**src/rtl/core/bssl_pkg.sv**
```systemverilog
// Package for the bounded stack unit: sizes, codes, state type and the
// control structs passed to the rank unit. No dependencies.
`default_nettype none
package bssl_pkg;

  localparam int DEPTH  = 256;
  localparam int ADDR_W = $clog2(DEPTH);
  localparam int CNT_W  = $clog2(DEPTH + 1);
  localparam int WORD_W = 32;
  localparam int CAP_W  = 9;
  localparam int REQ_W  = 2;
  localparam int STAT_W = 3;

  typedef enum logic [STAT_W-1:0] {
    STAT_OK        = 3'd0,
    STAT_OVERFLOW  = 3'd1,
    STAT_EMPTY     = 3'd2,
    STAT_FEW       = 3'd3,
    STAT_NO_SECOND = 3'd4
  } status_t;

  typedef enum logic [REQ_W-1:0] {
    REQ_PUSH  = 2'd0,
    REQ_POP   = 2'd1,
    REQ_QUERY = 2'd2,
    REQ_NOP   = 2'd3
  } req_t;

  typedef enum logic [2:0] {
    S_IDLE,
    S_POP_TOP,
    S_SCAN,
    S_QEND,
    S_FIN
  } state_t;

  typedef struct packed {
    logic                     en;
    logic                     first;
    logic signed [WORD_W-1:0] data;
  } rank_in_t;

  typedef struct packed {
    logic                     have;
    logic signed [WORD_W-1:0] second;
  } rank_out_t;

endpackage
`default_nettype wire

```
**src/rtl/core/bssl_rank.sv**
```systemverilog
// Compare unit for the second-largest scan: tracks the running
// maximum and the largest value strictly below it. Uses bssl_pkg.
`default_nettype none
module bssl_rank (
  input  wire logic                clk,
  input  wire logic                rst_n,
  input  wire bssl_pkg::rank_in_t  ctl,
  output bssl_pkg::rank_out_t      res
);
  import bssl_pkg::*;

  logic signed [WORD_W-1:0] largest_r, largest_nxt;
  logic signed [WORD_W-1:0] second_r, second_nxt;
  logic                     have_r, have_nxt;

  always_comb begin
    largest_nxt = largest_r;
    second_nxt  = second_r;
    have_nxt    = have_r;
    if (ctl.en) begin
      if (ctl.first) begin
        largest_nxt = ctl.data;
        have_nxt    = 1'b0;
      end else if (ctl.data > largest_r) begin
        // old maximum drops to second place
        second_nxt  = largest_r;
        have_nxt    = 1'b1;
        largest_nxt = ctl.data;
      end else if ((ctl.data != largest_r) && (!have_r || (ctl.data > second_r))) begin
        second_nxt = ctl.data;
        have_nxt   = 1'b1;
      end
    end
  end

  always_ff @(posedge clk) begin
    if (!rst_n) begin
      have_r <= 1'b0;
    end else begin
      have_r <= have_nxt;
    end
    largest_r <= largest_nxt;
    second_r  <= second_nxt;
  end

  assign res.have   = have_r;
  assign res.second = second_r;

endmodule
`default_nettype wire

```
**config.mk**
```make
export PLATFORM = sky130hd
export DESIGN_NAME = bssl_rank
export DESIGN_NICKNAME = d
export VERILOG_FILES = /design/src/rtl/core/bssl_pkg.sv /design/src/rtl/core/bssl_rank.sv
export SDC_FILE = /design/constraint.sdc
export NUM_CORES = 1
export LEC_CHECK = 0
export BUFFER_PORTS_ARGS = -buffer_cell sky130_fd_sc_hd__buf_2
export CORE_MARGIN = 3
export CORE_UTILIZATION = 45
export CTS_CLUSTER_DIAMETER = 60
export DETAILED_ROUTE_END_ITERATION = 12
export PLACE_DENSITY = 0.66
export SLEW_MARGIN = 20
export SYNTH_ARGS = -nofsm -noshare
export SYNTH_HDL_FRONTEND = slang
export SYNTH_SLANG_ARGS = --single-unit
export TNS_END_PERCENT = 100
```
**constraint.sdc**
```tcl
create_clock -name clk -period 4.25 [get_ports clk]
set_clock_uncertainty 0.05 [all_clocks]
set_input_delay 1.275 -clock clk [delete_from_list [all_inputs] [get_ports clk]]
set_output_delay 1.275 -clock clk [all_outputs]
set_load 0.01 [all_outputs]
```
# --- After elaboration in Yosys (flattened, before gate mapping) ---
# Cells that the tools add are included.
# W data, S select, Z words.
word_totals:
  register_bits: 65
  latchBits: 0
  ramBits: 0
  rom_bits: 0
  in_bits: 36
  output_inout_bits: 33
  elab_cells: 23
  n_memories: 0
op_classes:
  add_sub_neg: 0
  multipliers: 0
  div_mod_pow: 0
  order_cmp: 2
  eq_ne: 1
  n_shift: 0
  muxes: 7
  bitwise: 1
  reduce_logical: 9
op_table:
  columns: ["op", "n"]
  rows:
  - ["$mux W32", 4]
  - ["$gt A32 B32 Y1", 2]
  - ["$ne A32 B32 Y1", 1]
  - ["$reduce_and A2 Y1", 2]
  - ["$reduce_bool A2 Y1", 2]
  - ["$mux W1", 3]
  - ["$reduce_and A3 Y1", 1]
  - ["$reduce_bool A3 Y1", 1]
  - ["$logic_and A1 B1 Y1", 1]
  - ["$logic_not A1 Y1", 1]
  - ["$logic_or A1 B1 Y1", 1]
  - ["$not A1 Y1", 1]

# --- Logic depth before layout (Yosys ltp) ---
depth:
  ltp_word: 6
  ltp_mapped: 10
  ltp_nobuf: 9

# --- Worst setup path before layout ---
# Ideal clock, no wire load.
synth_timing:
  path_kind: "input to register"
  startpoint: "input port ctl[31] in the netlist's numbering"
  endpoint: "register second_r[0], enable pin"
  setup_ns: 0.392
  arrival_time_ns: 3.525
  required_time_ns: 3.808
  setup_slack_ns: 0.284
  path_stages: 7
  n_path_buf: 0
  path_cell_list: "ha_1 nand4_2 nor4_4 nand2_2 or3_1 o2111ai_2 a22o_1"
synth_between:
  elab_chain_cells: 5
  elab_cells_between_ends: 7
  classes_between: "2 x order compare; 1 x eq/ne; 4 x reduce/logical"
synth_lines:
  columns: ["item", "line_no", "source"]
  rows:
  - ["from (decl)", "bssl_rank.sv:7", "input wire bssl_pkg::rank_in_t ctl,"]
  - ["$gt A32 B32 Y1", "bssl_rank.sv:29", "end else if ((ctl.data != largest_r) && (!have_r || (ctl.data > second_r))) begin"]
  - ["$logic_or A1 B1 Y1", "bssl_rank.sv:29", null]
  - ["$logic_and A1 B1 Y1", "bssl_rank.sv:29", null]
  - ["$reduce_bool A2 Y1 (no line) (*)", null, null]
  - ["$reduce_and A3 Y1 (no line) (*)", null, null]
  - ["to (signal assigned)", "bssl_rank.sv:43", "second_r <= second_nxt;"]
  - ["to (decl)", "bssl_rank.sv:13", "logic signed [WORD_W-1:0] second_r, second_nxt;"]
# Mark *: on every way between the ends. The rest lies on a longest branch, timed or not.
# A chain may end at the register's enable or synchronous reset.

# --- Worst setup path after layout ---
layout_timing:
  startpoint: "input port ctl[27] in the netlist's numbering"
  endpoint: "register second_r[27] (data pin)"
layout_between:
  elab_chain_cells: 2
  elab_cells_between_ends: 3
  classes_between: "1 x order compare; 2 x mux"
layout_lines:
  columns: ["item", "line_no", "source"]
  rows:
  - ["$gt A32 B32 Y1 or $mux W32 (tied branches)", "bssl_rank.sv:24, bssl_rank.sv:29", null]
  - ["$mux W32 (*)", "bssl_rank.sv:24", "end else if (ctl.data > largest_r) begin"]
# Mark *: on every way between the ends. The rest lies on a longest branch, timed or not. The select of a mux whose other input is x is not followed.

==> metrics <==
cts bufs inserted=9; GRT overflow=0; Post-Syn Instances=between 300 and 400; Clock H-tree levels=3; WP data arrival=3.85 ns; Final Total Pwr=2.07 mW; class of the most critical setup path=in -> reg; Area contributors post-synth=edfxtp_1, ha_1, mux2_4; Worst-path clk slew=0.07 ns; Critical Path RT=between 4 and 5 ns; Logic pwr share=27.6%; die width=about 100 um; internal power=between 1 and 1.5 mW; vias in the first global route=roughly 2900; CTS resizes=0; CTS sink cnt=65; Setup Viol. Count Final=0; power density over the cells=420 mW/mm^2; crit path capture type=register; diode count=0; Synth warnings=0; top-count cell post-synth=inv_1; status=complete, no violations; layout overhead on the synthesized area=17.5%; Synth top area share=between 40 and 50%; Critical R2R Launch=largest_r[27]; routability cong.=just over 0.8; Hold Path Origin=largest_r[23]; Post-synth EDFFs=between 60 and 70; clock network fraction of total power=around 31%; worst hold path class=reg -> reg; Cell Rows=34; Startpoint Class=primary input; WHS Endpoint=second_r[23]; Async SR Flop Fraction=0%; CTS tree=done; Final Max Slew Viols=0; most instantiated cells after synthesis=inv_1, edfxtp_1, ha_1, mux2_4, a21oi_1; Sw Ratio=28.4%; Post-DP HPWL=~6.7 mm; area leader, netlist=edfxtp_1; nets@finish=between 500 and 600; max_slew headroom=64.4%; Root Buffer=clkbuf_8; vias=about 2800; Vias/cell=roughly 5.3; P_sw=0.588 mW; post-route ant nets=0; final hold vios=0; # port buffers=~70; setup_tns=0 ns; Hold Path Depth=1; share of the yosys chip area belonging to registers=between 40% and 50%; R2R Path End=second_r[27]; pin count of the biggest net entering global routing=18; antenna violations before repair=0; crit path cell chain=buf_2 > ha_1 > nand4_1 > nor4_4 > nand2_2 > or3_1 > o2111ai_2 > o311a_4 > buf_4 > mux2_4; Remaining DRCs=0; worst vdd ir=about 230 uV; Die Ht=about 100 um; Final min period=between 3 and 4 ns; Setup Buffers After CTS=0; # Max-Cap Violations=0; final worst-path cycle share=about 90%; Pleak=roughly 2.4 nW; Avg Cell Area, Syn=about 12 um^2; worst-path fanout max=9; synthesized area=~0.0042 mm^2; top_reg_cell synth=edfxtp_1; Fmax=around 260 MHz; maximum clock path buffer count=2; layout cells sized above 1=a little under a third; Hold Buf Count CTS=0; violation count after the first detailed-route iteration=124; worst reg-to-reg path cell count=10; drt pass-1 iters=4; number of synthesized register bits=65; core footprint=~0.0089 mm^2; first-pass GRT wire length=14.2 mm; library cells used by synthesis=36; I/O pins=between 60 and 70; Seq pwr share=41.3%; die area=approximately 0.011 mm^2; Clock Latency Late Sink=~0.35 ns; RSZ-0062 raised after global routing=false; Synth Net Count=440; Critical Path Max Stage Delay=0.42 ns; worst-margin pin slew=around 0.53 ns; initial core utilization=between 40% and 50%; gr usage total=17.8%; DRT Wirelength=8.63 mm; Reg2Reg Setup Slack=1.10 ns; drt wl/cell=between 15 and 20 um; crit path max-delay cell type=or3_1
## critical path, delay by kind of cell
family | cells | cell delay [ns]
AND/OR/NAND/NOR | 4 | 1.12
AO/OA/AOI/OAI | 2 | 0.49
multiplexers | 1 | 0.30
buffers and inverters | 2 | 0.33
adder cells (fa/ha/maj) | 1 | 0.31
## final cells by class
cell class	count	area (um^2)
fillers	776	3960
inverters	66	248
well taps	108	135
clock buffers	9	124
clock inverters	7	118
flip-flops and latches	65	1940
multi-input cells	205	1940
repair buffers	76	425
## kinds of logic (layout without fill, tap and decap cells)
logic type,Yosys count,in the layout,synth area share (%)
fa+ha+maj,64,64,19.1
mux,32,32,11.3
buf+inv,70,158,7.51
compound gates,54,54,8.58
flops,65,65,46.2
simple gates,55,55,7.33
## cells in the final DEF (no fill, tap or decap), drive strengths merged, types with 2 or more instances in the layout
cell      instances
nor2b             2
mux2             32
nor4              5
nand2            18
nor2              2
o21ai             7
bufinv            3
a21o              4
o211ai            3
ha               64
a221oi            2
or3               2
buf              76
edfxtp           64
a21oi            25
nand4            14
nand3             8
clkbuf            9
inv              67
clkinvlp          2
a211oi            3
a22o              3
## metrics by stage
stage | area, um^2 | instances | hold slack [ns] | util [%] | setup WS (ns)
detailed placement | 4690 | 520 | 0.516 | 52.8 | 0.0635
global placement | 4690 | 520 | 0.509 | 52.8 | 0.171
floorplan | 4200 | 340 | 0.466 | - | 0.284
global route | 4930 | 536 | 0.545 | 55.5 | 0.314
finish | 4930 | 536 | 0.532 | 55.5 | 0.444
CTS | 4930 | 536 | 0.533 | 55.5 | 0.438
## worst max-delay path by stage
stage | start | endpoint | slack, ns | cells after the start
global placement | ctl[27] | second_r[22] | 0.17 | 10
detailed placement | ctl[27] | second_r[27] | 0.06 | 10
CTS | ctl[27] | second_r[27] | 0.44 | 10
finish | ctl[27] | second_r[27] | 0.44 | 10
global route | ctl[27] | second_r[27] | 0.31 | 10
floorplan | ctl[31] | second_r[0] | 0.28 | 7
## metal layers
layer  vias to the layer above  global-route usage, %  routed length, um
li1                       1415                      -                  -
met5                         -                      0                  0
met2                        62                   28.5               4140
met3                         7                   3.45                384
met1                      1342                   24.3               4020
met4                         0                   5.85                 89
## power by group through the flow
stage / clock [mW] / combinational (mW) / sequential [mW]
floorplan: 0 / 0.389 / 0.884
global placement: 0 / 0.560 / 0.867
detailed placement: 0 / 0.576 / 0.869
CTS: 0.661 / 0.583 / 0.856
global route: 0.691 / 0.644 / 0.866
finish: 0.645 / 0.573 / 0.855
## flip-flops by register name, indices dropped and copies added (netlist names)
signal     count
have_r         1
largest_r     32
second_r      32
Power figures use the tool's default switching activity.
